$ cat config.mk
export PLATFORM = sky130hd
export DESIGN_NAME = utf8_whitespace_collapser_core
export DESIGN_NICKNAME = d
export VERILOG_FILES = /design/src/sv/wsc_pkg.sv /design/src/sv/wsc_front.sv /design/src/sv/wsc_queue.sv /design/src/sv/wsc_back.sv /design/src/sv/utf8_whitespace_collapser_core.sv
export SDC_FILE = /design/constraint.sdc
export NUM_CORES = 1
export LEC_CHECK = 0
export ABC_AREA = 1
export BUFFER_PORTS_ARGS = -buffer_cell sky130_fd_sc_hd__buf_2
export CAP_MARGIN = 10
export CORE_ASPECT_RATIO = 1.75
export CORE_MARGIN = 5
export CORE_UTILIZATION = 35
export DETAILED_ROUTE_END_ITERATION = 7
export PLACE_DENSITY_LB_ADDON = 0.3
export SLEW_MARGIN = 20
export SYNTH_ARGS = -nofsm -noshare
export SYNTH_HDL_FRONTEND = slang
export SYNTH_HIERARCHICAL = 1
export SYNTH_SLANG_ARGS = --single-unit
$ cat constraint.sdc
create_clock -name clock -period 11.15 [get_ports clock]
set_input_delay 2.23 -clock clock [delete_from_list [all_inputs] [get_ports clock]]
set_output_delay 2.23 -clock clock [all_outputs]
set_load 0.005 [all_outputs]
$ cat src/sv/wsc_pkg.sv
// ----------------------------------------------------------------------------
// wsc_pkg
// Shared types, constants and the whitespace table for the whitespace collapser.
// ----------------------------------------------------------------------------
package wsc_pkg;

   localparam int NumWs             = 26;
   localparam int QueueDepthDefault = 4;

   localparam logic [7:0] SpaceByte = 8'h20;

   // bit positions inside rsp_tuser
   localparam int UserBytePresent = 0;
   localparam int UserTextEnd     = 1;

   // whitespace sequences, first byte at index 0; unused tail bytes are zero
   localparam logic [7:0] WsSeq [NumWs][3] = '{
      '{8'h09, 8'h00, 8'h00}, '{8'h0A, 8'h00, 8'h00}, '{8'h0B, 8'h00, 8'h00},
      '{8'h0C, 8'h00, 8'h00}, '{8'h0D, 8'h00, 8'h00}, '{8'h20, 8'h00, 8'h00},
      '{8'hC2, 8'h85, 8'h00}, '{8'hC2, 8'hA0, 8'h00},
      '{8'hE1, 8'h9A, 8'h80}, '{8'hE1, 8'hA0, 8'h8E},
      '{8'hE2, 8'h80, 8'h80}, '{8'hE2, 8'h80, 8'h81}, '{8'hE2, 8'h80, 8'h82},
      '{8'hE2, 8'h80, 8'h83}, '{8'hE2, 8'h80, 8'h84}, '{8'hE2, 8'h80, 8'h85},
      '{8'hE2, 8'h80, 8'h86}, '{8'hE2, 8'h80, 8'h87}, '{8'hE2, 8'h80, 8'h88},
      '{8'hE2, 8'h80, 8'h89}, '{8'hE2, 8'h80, 8'h8A}, '{8'hE2, 8'h80, 8'hA8},
      '{8'hE2, 8'h80, 8'hA9}, '{8'hE2, 8'h80, 8'hAF}, '{8'hE2, 8'h81, 8'h9F},
      '{8'hE3, 8'h80, 8'h80}
   };

   localparam logic [1:0] WsLen [NumWs] = '{
      2'd1, 2'd1, 2'd1, 2'd1, 2'd1, 2'd1, 2'd2, 2'd2, 2'd3, 2'd3, 2'd3, 2'd3, 2'd3,
      2'd3, 2'd3, 2'd3, 2'd3, 2'd3, 2'd3, 2'd3, 2'd3, 2'd3, 2'd3, 2'd3, 2'd3, 2'd3
   };

   typedef enum logic [1:0] {
      ClsNone    = 2'd0,
      ClsPartial = 2'd1,
      ClsFull    = 2'd2
   } cls_type;

   // one record per request: the results that request causes
   typedef struct packed {
      logic             space;     // a collapsed space goes first
      logic [1:0]       cnt;       // text bytes that follow, 0 to 3
      logic [2:0][7:0]  bytes;     // bytes[0] goes out first
      logic             text_end;  // end-of-text result goes last
   } wsc_rec_type;

   // match the first n bytes (1 to 3) of p against the whitespace table
   function automatic cls_type ws_classify(input logic [2:0][7:0] p, input logic [1:0] n);
      cls_type res;
      logic    eq;
      res = ClsNone;
      for (int e = 0; e < NumWs; e++) begin
         eq = (WsLen[e] >= n);
         for (int j = 0; j < 3; j++) begin
            if (j < int'(n) && WsSeq[e][j] != p[j]) begin
               eq = 1'b0;
            end
         end
         if (eq && WsLen[e] == n) begin
            res = ClsFull;
         end else if (eq && res != ClsFull) begin
            res = ClsPartial;
         end
      end
      return res;
   endfunction

endpackage

$ cat src/sv/wsc_front.sv
// ----------------------------------------------------------------------------
// wsc_front
// Takes one byte a cycle while q_full is low, tracks character and
// whitespace-run state and builds the record of results that the byte causes.
// ----------------------------------------------------------------------------
module wsc_front
   import wsc_pkg::*;
(
   input  logic        clock,
   input  logic        reset,
   input  logic        req_tvalid,
   output logic        req_tready,
   input  logic [7:0]  req_tdata,
   input  logic        req_tlast,
   input  logic        q_full,
   output logic        push,
   output wsc_rec_type push_rec
);

   logic       inside_ff, inside_in;
   logic       wrote_ff, wrote_in;
   logic [7:0] held_ff [2];
   logic [7:0] held_in [2];
   logic [1:0] held_cnt_ff, held_cnt_in;
   logic [2:0] left_ff, left_in;

   logic            accept;
   logic            fresh;
   logic [1:0]      n;
   logic [2:0]      remain;
   logic [2:0][7:0] p;
   cls_type         cls;
   wsc_rec_type     rec;

   // bytes still due after a lead byte: leading ones minus one
   function automatic logic [2:0] lead_remain(input logic [7:0] b);
      logic [3:0] ones;
      logic       run;
      ones = '0;
      run  = 1'b1;
      for (int i = 7; i >= 0; i--) begin
         if (run && b[i]) begin
            ones = ones + 4'd1;
         end else begin
            run = 1'b0;
         end
      end
      if (!b[7]) begin
         return 3'd0;
      end
      return 3'(ones - 4'd1);
   endfunction

   assign req_tready = !q_full;
   assign accept     = req_tvalid && req_tready;

   always_comb begin
      fresh = (left_ff == 3'd0) || (held_cnt_ff != 2'd0);
      if (left_ff == 3'd0) begin
         n      = 2'd1;
         remain = lead_remain(req_tdata);
      end else begin
         n      = held_cnt_ff + 2'd1;
         remain = left_ff - 3'd1;
      end
      p[0] = (n == 2'd1) ? req_tdata : held_ff[0];
      p[1] = (n == 2'd2) ? req_tdata : held_ff[1];
      p[2] = req_tdata;
      cls  = ws_classify(p, n);

      inside_in   = inside_ff;
      wrote_in    = wrote_ff;
      held_in     = held_ff;
      held_cnt_in = held_cnt_ff;
      left_in     = left_ff;
      rec.space    = 1'b0;
      rec.cnt      = 2'd0;
      rec.bytes    = p;
      rec.text_end = req_tlast;

      if (fresh) begin
         if (cls == ClsFull) begin
            inside_in   = 1'b1;
            held_cnt_in = 2'd0;
            left_in     = 3'd0;
         end else if (cls == ClsPartial && !req_tlast && remain != 3'd0 && n != 2'd3) begin
            // still undecided: hold the byte until the next ones settle it
            held_in[n[1]] = req_tdata;
            held_cnt_in   = n;
            left_in       = remain;
         end else begin
            rec.space   = inside_ff && wrote_ff;
            rec.cnt     = n;
            wrote_in    = 1'b1;
            inside_in   = 1'b0;
            held_cnt_in = 2'd0;
            left_in     = remain;
         end
      end else begin
         rec.cnt      = 2'd1;
         rec.bytes[0] = req_tdata;
         left_in      = left_ff - 3'd1;
      end

      if (req_tlast) begin
         inside_in   = 1'b1;
         wrote_in    = 1'b0;
         held_cnt_in = 2'd0;
         left_in     = 3'd0;
      end
   end

   assign push     = accept && (rec.space || rec.cnt != 2'd0 || rec.text_end);
   assign push_rec = rec;

   always_ff @(posedge clock) begin
      if (reset) begin
         inside_ff   <= 1'b1;
         wrote_ff    <= 1'b0;
         held_cnt_ff <= 2'd0;
         left_ff     <= 3'd0;
      end else if (accept) begin
         inside_ff   <= inside_in;
         wrote_ff    <= wrote_in;
         held_cnt_ff <= held_cnt_in;
         left_ff     <= left_in;
      end
   end

   always_ff @(posedge clock) begin
      if (accept) begin
         held_ff <= held_in;
      end
   end

   a_held_needs_more: assert property (@(posedge clock) disable iff (reset)
      held_cnt_ff != 2'd0 |-> left_ff != 3'd0)
      else $error("bytes held with no continuation bytes due");

   a_held_cnt_range: assert property (@(posedge clock) disable iff (reset)
      held_cnt_ff != 2'd3)
      else $error("more than two bytes held");

endmodule

$ cat src/sv/wsc_queue.sv
// ----------------------------------------------------------------------------
// wsc_queue
// Short record queue between the front and the back end.
// ----------------------------------------------------------------------------
module wsc_queue
   import wsc_pkg::*;
#(
   parameter int Depth = QueueDepthDefault
)
(
   input  logic        clock,
   input  logic        reset,
   input  logic        push,
   input  wsc_rec_type push_rec,
   input  logic        pop,
   output logic        q_full,
   output logic        q_valid,
   output wsc_rec_type q_rec
);

   localparam int PtrW = (Depth > 1) ? $clog2(Depth) : 1;
   localparam int CntW = $clog2(Depth + 1);

   wsc_rec_type      mem [Depth];
   logic [PtrW-1:0]  wr_ptr_ff, wr_ptr_in;
   logic [PtrW-1:0]  rd_ptr_ff, rd_ptr_in;
   logic [CntW-1:0]  count_ff, count_in;

   function automatic logic [PtrW-1:0] ptr_next(input logic [PtrW-1:0] ptr);
      return (ptr == PtrW'(Depth - 1)) ? '0 : ptr + 1'b1;
   endfunction

   assign q_full  = (count_ff == CntW'(Depth));
   assign q_valid = (count_ff != '0);
   assign q_rec   = mem[rd_ptr_ff];

   always_comb begin
      wr_ptr_in = push ? ptr_next(wr_ptr_ff) : wr_ptr_ff;
      rd_ptr_in = pop  ? ptr_next(rd_ptr_ff) : rd_ptr_ff;
      count_in  = count_ff;
      if (push && !pop) begin
         count_in = count_ff + 1'b1;
      end else if (pop && !push) begin
         count_in = count_ff - 1'b1;
      end
   end

   always_ff @(posedge clock) begin
      if (reset) begin
         wr_ptr_ff <= '0;
         rd_ptr_ff <= '0;
         count_ff  <= '0;
      end else begin
         wr_ptr_ff <= wr_ptr_in;
         rd_ptr_ff <= rd_ptr_in;
         count_ff  <= count_in;
      end
   end

   always_ff @(posedge clock) begin
      if (push) begin
         mem[wr_ptr_ff] <= push_rec;
      end
   end

   a_no_pop_empty: assert property (@(posedge clock) disable iff (reset)
      pop |-> count_ff != '0)
      else $error("record queue popped while empty");

   a_no_push_full: assert property (@(posedge clock) disable iff (reset)
      push && !pop |-> count_ff != CntW'(Depth))
      else $error("record queue pushed while full");

endmodule

$ cat src/sv/wsc_back.sv
// ----------------------------------------------------------------------------
// wsc_back
// Unrolls each record into single results and drives the output register.
// ----------------------------------------------------------------------------
module wsc_back
   import wsc_pkg::*;
(
   input  logic        clock,
   input  logic        reset,
   input  logic        q_valid,
   input  wsc_rec_type q_rec,
   output logic        pop,
   output logic        rsp_tvalid,
   input  logic        rsp_tready,
   output logic [7:0]  rsp_tdata,
   output logic [1:0]  rsp_tuser,
   output logic        rsp_tlast
);

   // record being unrolled: one pending bit per result still due
   logic            sp_ff, sp_in;
   logic [2:0]      mask_ff, mask_in;
   logic            end_ff, end_in;
   logic [2:0][7:0] bytes_ff, bytes_in;

   logic       rsp_valid_ff, rsp_valid_in;
   logic [7:0] rsp_byte_ff, rsp_byte_in;
   logic [1:0] rsp_user_ff, rsp_user_in;
   logic       rsp_last_ff, rsp_last_in;

   logic       busy, adv, emit, more;
   logic       sp_clr, end_clr;
   logic [2:0] mask_clr;
   logic [7:0] sel_byte;
   logic       sel_present, sel_end;
   logic [2:0] load_mask;

   always_comb begin
      busy = sp_ff || (mask_ff != 3'b000) || end_ff;
      adv  = !rsp_valid_ff || rsp_tready;
      emit = busy && adv;

      // take the earliest pending result
      sp_clr      = sp_ff;
      mask_clr    = mask_ff;
      end_clr     = end_ff;
      sel_byte    = 8'h00;
      sel_present = 1'b1;
      sel_end     = 1'b0;
      if (sp_ff) begin
         sel_byte = SpaceByte;
         sp_clr   = 1'b0;
      end else if (mask_ff[0]) begin
         sel_byte    = bytes_ff[0];
         mask_clr[0] = 1'b0;
      end else if (mask_ff[1]) begin
         sel_byte    = bytes_ff[1];
         mask_clr[1] = 1'b0;
      end else if (mask_ff[2]) begin
         sel_byte    = bytes_ff[2];
         mask_clr[2] = 1'b0;
      end else begin
         sel_present = 1'b0;
         sel_end     = 1'b1;
         end_clr     = 1'b0;
      end
      more = sp_clr || (mask_clr != 3'b000) || end_clr;

      pop = q_valid && (!busy || (emit && !more));

      case (q_rec.cnt)
         2'd0:    load_mask = 3'b000;
         2'd1:    load_mask = 3'b001;
         2'd2:    load_mask = 3'b011;
         2'd3:    load_mask = 3'b111;
         default: load_mask = 3'b000;
      endcase

      sp_in    = sp_ff;
      mask_in  = mask_ff;
      end_in   = end_ff;
      bytes_in = bytes_ff;
      if (emit) begin
         sp_in   = sp_clr;
         mask_in = mask_clr;
         end_in  = end_clr;
      end
      if (pop) begin
         sp_in    = q_rec.space;
         mask_in  = load_mask;
         end_in   = q_rec.text_end;
         bytes_in = q_rec.bytes;
      end

      rsp_valid_in = rsp_valid_ff;
      rsp_byte_in  = rsp_byte_ff;
      rsp_user_in  = rsp_user_ff;
      rsp_last_in  = rsp_last_ff;
      if (emit) begin
         rsp_valid_in                 = 1'b1;
         rsp_byte_in                  = sel_byte;
         rsp_user_in[UserBytePresent] = sel_present;
         rsp_user_in[UserTextEnd]     = sel_end;
         rsp_last_in                  = !more;
      end else if (rsp_tready) begin
         rsp_valid_in = 1'b0;
      end
   end

   always_ff @(posedge clock) begin
      if (reset) begin
         sp_ff        <= 1'b0;
         mask_ff      <= 3'b000;
         end_ff       <= 1'b0;
         rsp_valid_ff <= 1'b0;
      end else begin
         sp_ff        <= sp_in;
         mask_ff      <= mask_in;
         end_ff       <= end_in;
         rsp_valid_ff <= rsp_valid_in;
      end
   end

   always_ff @(posedge clock) begin
      bytes_ff    <= bytes_in;
      rsp_byte_ff <= rsp_byte_in;
      rsp_user_ff <= rsp_user_in;
      rsp_last_ff <= rsp_last_in;
   end

   assign rsp_tvalid = rsp_valid_ff;
   assign rsp_tdata  = rsp_byte_ff;
   assign rsp_tuser  = rsp_user_ff;
   assign rsp_tlast  = rsp_last_ff;

   a_end_closes_run: assert property (@(posedge clock) disable iff (reset)
      rsp_valid_ff && rsp_user_ff[UserTextEnd] |-> rsp_last_ff && !rsp_user_ff[UserBytePresent]
         && rsp_byte_ff == 8'h00)
      else $error("end-of-text result is not the last, bare result");

   a_result_kind: assert property (@(posedge clock) disable iff (reset)
      rsp_valid_ff |-> rsp_user_ff[UserBytePresent] != rsp_user_ff[UserTextEnd])
      else $error("result is neither a byte nor an end marker");

endmodule

$ cat src/sv/utf8_whitespace_collapser_core.sv
// ----------------------------------------------------------------------------
// utf8_whitespace_collapser_core
// Collapses Unicode whitespace runs in a UTF-8 byte stream to single spaces.
// ----------------------------------------------------------------------------
// A byte is taken every cycle while req_tready is high; req_tready drops only
// when the record queue between the front end and the output side is full.
// Each byte yields zero to five results (a space, up to two held bytes, the
// byte itself, and the end marker on the last byte), which leave through the
// output register at one per cycle while rsp_tready is high, so a sustained
// rate of one byte per cycle holds as long as bytes average at most one result
// each; the single output port sets the limit beyond that. Results pass the
// queue and the back end's registers. Leading and trailing whitespace never
// leaves the block, and every text ends with one result that has text_end set.
module utf8_whitespace_collapser_core
   import wsc_pkg::*;
#(
   parameter int QueueDepth = QueueDepthDefault
)
(
   input  logic        clock,
   input  logic        reset,
   input  logic        req_tvalid,
   output logic        req_tready,
   input  logic [7:0]  req_tdata,   // [7:0] in_byte
   input  logic        req_tlast,
   output logic        rsp_tvalid,
   input  logic        rsp_tready,
   output logic [7:0]  rsp_tdata,   // [7:0] out_byte
   output logic [1:0]  rsp_tuser,   // [0] byte_present, [1] text_end
   output logic        rsp_tlast
);

   logic        q_full, q_valid, push, pop;
   wsc_rec_type push_rec, q_rec;

   wsc_front u_front (
      .clock      (clock),
      .reset      (reset),
      .req_tvalid (req_tvalid),
      .req_tready (req_tready),
      .req_tdata  (req_tdata),
      .req_tlast  (req_tlast),
      .q_full     (q_full),
      .push       (push),
      .push_rec   (push_rec)
   );

   wsc_queue #(
      .Depth (QueueDepth)
   ) u_queue (
      .clock    (clock),
      .reset    (reset),
      .push     (push),
      .push_rec (push_rec),
      .pop      (pop),
      .q_full   (q_full),
      .q_valid  (q_valid),
      .q_rec    (q_rec)
   );

   wsc_back u_back (
      .clock      (clock),
      .reset      (reset),
      .q_valid    (q_valid),
      .q_rec      (q_rec),
      .pop        (pop),
      .rsp_tvalid (rsp_tvalid),
      .rsp_tready (rsp_tready),
      .rsp_tdata  (rsp_tdata),
      .rsp_tuser  (rsp_tuser),
      .rsp_tlast  (rsp_tlast)
   );

endmodule
=== After elaboration in Yosys (flattened, before gate mapping) ===
Memory sizes are Yosys's and may differ from the RTL's. A register that Yosys moved wholly into a read port is not among the register bits.
Index checks and enable logic that the tools add are counted.

* $add $sub $neg: 14
* Magnitude comparators: 8
* Equal/unequal tests: 73
* Multiplexer cells: 191
* Bitwise gates (word level): 2
* Reduce and logical (&&, ||, !) cells: 137

{| class="wikitable"
|+ Operators by type and width
! kind !! count
|-
| $ne 8x8->1 const A || 25
|-
| $mux 2 || 62
|-
| $logic_and 1x1->1 || 103
|-
| $mux 1 || 91
|-
| $mux 3 || 28
|-
| $mux 8 || 7
|-
| $ne 2x2->1 const B || 28
|-
| $ne 4x8->1 const A || 5
|-
| $add 3x1->3 const B || 8
|-
| $bwmux 16 || 1
|-
| $reduce_bool 8->1 || 2
|-
| $eq 2x2->1 const B || 6
|-
| $pmux 3 s4 || 1
|-
| $reduce_bool 2->1 || 6
|-
| $reduce_bool 3->1 || 4
|-
| $sub 3x1->3 const B || 3
|-
| $demux 8 s1 || 1
|-
| $logic_or 1x1->1 || 8
|-
| $ne 6x8->1 const A || 1
|-
| $reduce_and 4->1 || 2
|-
| $logic_not 1->1 || 7
|-
| $add 2x1->2 const B || 3
|-
| $eq 2x1->1 const B || 3
|-
| $eq 2x2->1 const A || 2
|-
| other kinds (16) || 18
|}

* Bits in registers: 71
* Memory bits (writable): 112
* Bits of input ports: 13
* Output and inout bits: 13
* Word-level logic and storage cells: 445
* Memories kept: 1

{| class="wikitable"
|+ Memories
! name !! depth !! width !! rd ports !! clocked after Yosys merged registers in !! wr ports !! RTL line !! RTL
|-
| u_queue.mem || 4 || 28 || 1 || 1 || 1 || wsc_queue.sv:24 || <nowiki>wsc_rec_type mem [Depth];</nowiki>
|}

=== Logic depth before layout (Yosys ltp) ===
Gate-level depths: netlist of run 1.

* Word-level depth: 126
* Mapped depth: 37
* Gate-level depth less buffers: 37

=== Modules after synthesis ===
Netlist of run 1, hierarchy kept.

{| class="wikitable"
|+ Modules (own cells, without submodules)
! module !! instances !! cells an instance !! area each (um^2) !! seq. area each (um^2)
|-
| wsc_queue || 1 || 331 || 4616.9 || 3543.4
|-
| wsc_front || 1 || 393 || 2482.4 || 620.6
|-
| wsc_back || 1 || 129 || 1619.1 || 1171.1
|}

=== Worst setup path before layout of run 1 ===
No wires, ideal clock.

* Path kind: input to register
* From: input req_tdata[5]
* To: memory u_queue/mem[0][0] (netlist name), enable pin
* Setup time: 383 ps
* Arrival time: 6693 ps
* Data required time: 10767 ps
* Path slack: 4074 ps
* Stages: 30
* Path buffers: 0
* Path through: inv_1 -> nor2_2 -> inv_1 -> nand2_1 -> ha_1 -> nor2_1 -> nor2_1 -> ha_1 -> mux2_2 -> ha_1 -> mux2_2 -> ha_1 -> nand2_1 -> nand2_1 -> ha_1 -> a21oi_1 -> ha_1 -> xnor2_1 -> a21oi_1 -> o211ai_1 -> nand4_1 -> nand3_1 -> inv_1 -> nand2_2 -> nand2_1 -> o21ai_2 -> nor2_1 -> nor2_1 -> nand2_1 -> inv_1

{| class="wikitable"
|+ RTL lines
! element !! RTL line !! RTL
|-
| start: declaration || utf8_whitespace_collapser_core.sv:24 || <nowiki>input logic [7:0] req_tdata,</nowiki>
|-
| end: declaration || wsc_queue.sv:24 ||
|}

==> run_results.csv, run 1 <==
group,metric,value,unit
setup_path,cp.required,11.26,ns
logic_synthesis,ys.flop_type,"edfxtp_1",
logic_synthesis,synth.net_count,882,
sta,tightest_slew,0.949,ns
power_and_ir_drop,peakVddDrop,0.0979,mV
route,vias,5988,
logic_synthesis,yosysWarnings,6,
grt,grt_max_degree,58,
cts,clk_pin_slew,0.06,ns
logic_synthesis,syn_inst,853,
cts,cts_tree,"done",
logic_synthesis,yosys-top-cells-count,"edfxtp_1, nand2_1, nor2_1",
setup_path,worst_ep_arrival_time,7.52,ns
cts,clockBufferDepth,2,
sta,clock_skew,0.00615,ns
setup_path,crit_top_cell,"ha_1",
setup_path,crit_path_end_kind,"flip-flop",
logic_synthesis,synth_top_area_share,0.561,
floorplan,design.core.area,24600,um^2
logic_synthesis,synthAdderAreaFrac,0.0238,
layout,fillers,2348,
worst_hold_path,holdCritPathClass,"flip-flop to flip-flop",
grt,grt_pass1_vias,5746,
route,post_drt_wl_per_cell,15.9,um
setup_path,startpoint_type,"input pin",
logic_synthesis,synth_most_common_cell,"edfxtp_1",
sta,setup_violations,0,
power_and_ir_drop,total_power,2.15,mW
flow_run,maxCapViolations,0,
grt,grt_use_total,0.137,
setup_path,crit_slowest_cell,"inv_1",
grt,grt_antenna_before_repair,0,
logic_synthesis,yosys.area_share.simple,0.168,
route,drt_first_pass_iters,5,
layout,area_growth,10.0,%
logic_synthesis,ys_top_cells_by_area,"edfxtp_1, nand2_1, dfxtp_1, nor2_1, o21ai_0",
floorplan,die_w,129,um
placed_design,routabilityCongestion,0.836,
route,drcViolationCount,0,
layout,stdcell_area,9590,um^2
setup_path,critPathKind,"input pin to flip-flop",
cts,numClockSinks,185,
cts,ctsHtreeMaxLevel,4,
layout,antenna_cells,0,
cts,cts_root_buffer,"clkbuf_16",
cts,clk-insertion-delay-late,0.43,ns
cts,post_cts_buffers,0,
placed_design,numPortBuffers,25,
route,vias_per_cell,5.03,
grt,grt_first_pass_wirelength,29600,um
logic_synthesis,synth_cell_types,45,
floorplan,die_h,219,um
logic_synthesis,synth_top_family_by_area,"simple AND/OR/NAND/NOR gates",
route,wl,19000,um
floorplan,pin_count,26,
placed_design,place_area,9030,um^2
sta,finalCritPeriodShare,0.664,
layout,nets,895,
logic_synthesis,synth_seq_cells,185,
cts,cts_made_buffers,17,
logic_synthesis,synth-edff-count,163,
sta,rsz0062_at_grt,"false",
logic_synthesis,synth_xor_area_frac,0.00603,
placed_design,dp_hpwl,13300,um
sta,max_freq,135,MHz
setup_path,slowest_delay,0.40,ns
sta,drv_slew,0,
layout,drive_above_1_share,0.115,
floorplan,die_area,28300,um^2
logic_synthesis,ys_seq_area_frac,0.612,
power_and_ir_drop,cellLeakagePower,3.64,nW
logic_synthesis,synth_top_area_cell,"edfxtp_1",
sta,hold_viol_final,0,
cts,ctsResizeCount,0,
sta,max_slew_margin,0.366,
setup_path,cp_max_fo,16,
logic_synthesis,async_flop_share,0,
route,ant_nets,0,
logic_synthesis,synth_area,8720,um^2
outcome,status,"complete, no violations",
floorplan,start_util,0.354,
sta,setup_tns,0,ns
power_and_ir_drop,powerDensity,224,nW/um^2
cts,hold_buffers,0,
route,dr.first_iter.drc_count,353,
floorplan,rows,76,
grt,gr-total-overflow,0,
logic_synthesis,synth-compound-area-share,0.116,
sta,period_needed,7.40,ns
logic_synthesis,synthMuxAreaShare,0.00258,
logic_synthesis,syn_area_per_cell,10.2,um^2
[power breakdown]
group	switching [mW]	internal, mW
registers	0.0522	0.955
logic	0.400	0.168
clock network	0.249	0.328
[metal layers]
metal / GRT usage / routed length, um
met1: 0.142 / 7160
met2: 0.257 / 10600
met3: 0.0285 / 594
met4: 0.0694 / 641
met5: 0 / 0
[worst paths after layout]
kind / from / end / slack (ns) / depth (start not counted)
worst max-delay path: req_tdata[7] / u_queue/mem[0][19]$_DFFE_PP_ / 3.75 / 32
worst min-delay path: u_front/left_ff[1]$_SDFFE_PP0P_ / u_front/left_ff[1]$_SDFFE_PP0P_ / 0.46 / 2
worst max register to register: u_front/held_cnt_ff[0]$_SDFFE_PP0P_ / u_queue/mem[0][19]$_DFFE_PP_ / 5.68 / 22
worst min register to register: u_front/left_ff[1]$_SDFFE_PP0P_ / u_front/left_ff[1]$_SDFFE_PP0P_ / 0.46 / 2
[metrics by stage]
| step | worst slack (ns) | util | instances | hold WS [ns] |
|---|---|---|---|---|
| after floorplan | 4.07 | - | 853 | 0.439 |
| after global placement | 3.34 | 0.367 | 1159 | 0.452 |
| after detailed placement | 3.21 | 0.367 | 1159 | 0.459 |
| after CTS | 3.66 | 0.389 | 1191 | 0.469 |
| after global routing | 3.19 | 0.389 | 1191 | 0.497 |
| final | 3.75 | 0.389 | 1191 | 0.465 |
[cell type report]
cell class / count / area, um^2 / area share
well taps: 312 / 390 / 0.0407
clock inverters: 12 / 125 / 0.0130
multi-input cells: 533 / 2750 / 0.287
flip-flops and latches: 185 / 5340 / 0.556
clock buffers: 20 / 437 / 0.0455
inverters: 95 / 357 / 0.0372
repair buffers: 34 / 193 / 0.0201
[kinds of logic (layout without fill, tap and decap cells)]
logic type | after synthesis | count (layout)
adders and majority gates | 16 | 16
xor gates and xnor gates | 6 | 6
DFF | 185 | 185
buffers and inverters | 135 | 161
muxes | 2 | 2
AOI/OAI and AO/OA | 178 | 178
and+or+nand+nor | 331 | 331
[worst max-delay path, delay by kind of cell]
family,cells,cell delay (ns)
compound gates,4,0.46
xor+xnor,1,0.20
fa+ha+maj,6,1.48
buf+inv,6,1.17
mux,2,0.55
simple gates,13,1.40
[cell usage in the layout (no fill, tap or decap), types with 9 or more instances in the layout]
master,synthesis,routed
buf_4,12,9
dfxtp_1,22,21
a21oi_1,33,33
inv_1,83,83
edfxtp_1,163,163
nor2_1,111,111
o21ai_1,23,23
nor3_1,12,12
nand3_1,26,26
nand4_1,24,24
nand2_1,131,131
o211ai_1,9,9
inv_2,10,10
clkbuf_16,0,17
o22ai_1,28,28
o21ai_0,70,70
ha_1,15,15
buf_2,8,25
nand2_2,12,12
[state kept, by name (all words and copies together) (netlist names), named ones only]
signal               count
u_back/bytes_ff         24
u_back/end_ff            1
u_back/mask_ff           3
u_back/rsp_tdata         8
u_back/rsp_tlast         1
u_back/rsp_tuser         2
u_back/rsp_tvalid        1
u_back/sp_ff             1
u_front/held_cnt_ff      2
u_front/held_ff         16
u_front/inside_ff        1
u_front/left_ff          3
u_front/wrote_ff         1
u_queue/count_ff         3
u_queue/mem            112
u_queue/rd_ptr_ff        2
u_queue/wr_ptr_ff        2
Power figures use the tool's default switching activity.
==> run 2, diff against run 1 <==
clock period = 7.3 ns   (was 11.15 ns; I/O delays follow)
==> run_results.csv, run 2 (synthesized netlist as in run 1, its figures left out) <==
group,metric,value,unit
outcome,status,"complete, no violations",
route,drcViolationCount,0,
layout,final_cells,1193,
layout,regMostFlops,"u_queue/mem",
cts,cts_made_buffers,17,
setup_path,crit_slowest_cell,"fa_1",
power_and_ir_drop,total_power,3.28,mW
sta,rsz0062_at_grt,"false",
sta,setup_violations,0,
power_and_ir_drop,swShare,0.332,
placed_design,dp.cells,1161,
grt,gr-total-overflow,0,
grt,grt_pass1_vias,5800,
grt,grt.busiest_layer,"met2",
floorplan,die_w,129,um
placed_design,routabilityCongestion,0.854,
placed_design,numPortBuffers,25,
sta,drv_slew,0,
power_and_ir_drop,seq_power_share,0.467,
grt,grt_use_total,0.137,
placed_design,dp_hpwl,13300,um
cts,numClockSinks,185,
flow_run,maxCapViolations,0,
setup_path,crit_top_cell,"ha_1",
sta,max_slew_margin,0.357,
grt,grt_first_pass_wirelength,29400,um
setup_path,cp.required,7.63,ns
route,vias,5994,
floorplan,die_h,219,um
route,vias_per_cell,5.02,
setup_path,crit_path_end_kind,"flip-flop",
layout,drive_above_1_share,0.121,
cts,post_cts_buffers,0,
route,wl,18900,um
floorplan,pin_count,26,
power_and_ir_drop,power.share.clock,0.268,
power_and_ir_drop,switchingPower,1.09,mW
sta,layout_setup_ws,0.730,ns
power_and_ir_drop,peakVddDrop,0.188,mV
setup_path,cp_max_fo,12,
layout,nets,897,
floorplan,start_util,0.354,
layout,antenna_cells,0,
cts,cts_tree,"done",
sta,setup_tns,0,ns
placed_design,preCtsSetupSlack,0.289,ns
cts,clk-insertion-delay-late,0.43,ns
cts,clk_pin_slew,0.07,ns
layout,area_growth,10.2,%
route,drt_first_pass_iters,5,
floorplan,design.core.area,24600,um^2
layout,layout_common_cells,"edfxtp_1, nand2_1, nor2_1",
power_and_ir_drop,combPwrFrac,0.265,
sta,tightest_slew,0.963,ns
route,dr.first_iter.drc_count,321,
sta,period_needed,6.57,ns
cts,ctsHtreeMaxLevel,4,
grt,met2_usage,0.252,
floorplan,rows,76,
cts,clockBufferDepth,2,
cts,cts_root_buffer,"clkbuf_16",
layout,largest_reg_flops,112,
sta,finalCritPeriodShare,0.900,
grt,grtUsageMet3,0.0280,
grt,grt_antenna_before_repair,0,
worst_hold_path,holdCritPathClass,"flip-flop to flip-flop",
cts,ctsResizeCount,0,
power_and_ir_drop,powerDensity,342,nW/um^2
layout,mostFrequentLayoutCell,"edfxtp_1",
sta,max_freq,152,MHz
power_and_ir_drop,power.internal,2.19,mW
setup_path,slowest_delay,0.38,ns
route,ant_nets,0,
setup_path,worst_ep_arrival_time,6.90,ns
power_and_ir_drop,cellLeakagePower,3.67,nW
grt,grt_max_degree,58,
sta,holdWs,0.470,ns
setup_path,critPathKind,"input pin to flip-flop",
cts,hold_buffers,0,
sta,clock_skew,0.00748,ns
grt,met1_usage,0.140,
layout,largestRegisters,"u_queue/mem: 112 flops, u_back/bytes_ff: 24 flops, u_front/held_ff: 16 flops",
setup_path,startpoint_type,"input pin",
route,post_drt_wl_per_cell,15.8,um
sta,hold_viol_final,0,
floorplan,die_area,28300,um^2
## run 2: final timing paths
kind	start	end	slack, ns	cells after the start
max	req_tdata[7]	u_queue/count_ff[2]$_SDFFE_PP0P_	0.73	38
max reg2reg	u_front/held_cnt_ff[0]$_SDFFE_PP0P_	u_queue/count_ff[2]$_SDFFE_PP0P_	2.29	29
min	u_front/left_ff[1]$_SDFFE_PP0P_	u_front/left_ff[1]$_SDFFE_PP0P_	0.47	2
min reg2reg	u_front/left_ff[1]$_SDFFE_PP0P_	u_front/left_ff[1]$_SDFFE_PP0P_	0.47	2
## run 2: critical path, delay by kind of cell
kind | cells | cell delay, ns
compound gates | 4 | 0.53
xor+xnor | 1 | 0.14
fa+ha+maj | 8 | 2.08
buf+inv | 7 | 0.62
mux | 2 | 0.55
simple gates | 16 | 1.52
## run 2: power by group through the flow
| stage | Sequential (mW) | Combinational (mW) | Clock (mW) |
|---|---|---|---|
| CTS | 1.54 | 0.885 | 0.902 |
| global placement | 1.56 | 0.872 | 0 |
| finish | 1.53 | 0.868 | 0.880 |
| floorplan | 1.54 | 0.670 | 0 |
| global route | 1.55 | 0.987 | 0.954 |
| detailed placement | 1.56 | 0.885 | 0 |
## run 2: area by class of cell
type	count	area [um^2]
fillers	2371	15000
flip-flops and latches	185	5340
multi-input cells	533	2750
clock buffers	17	425
well taps	312	390
inverters	95	357
repair buffers	36	208
clock inverters	15	140
## run 2: stage by stage
step	utilization	area [um^2]
6_report	0.390	9610
2_1_floorplan	-	8720
4_1_cts	0.390	9610
3_5_place_dp	0.367	9040
3_3_place_gp	0.367	9040
5_1_grt	0.390	9610
## run 2: layer usage
metal	vias up	part of all wire
li1	2984	-
met2	151	0.55
met4	0	0.043
met1	2817	0.37
met5	-	0
met3	42	0.041
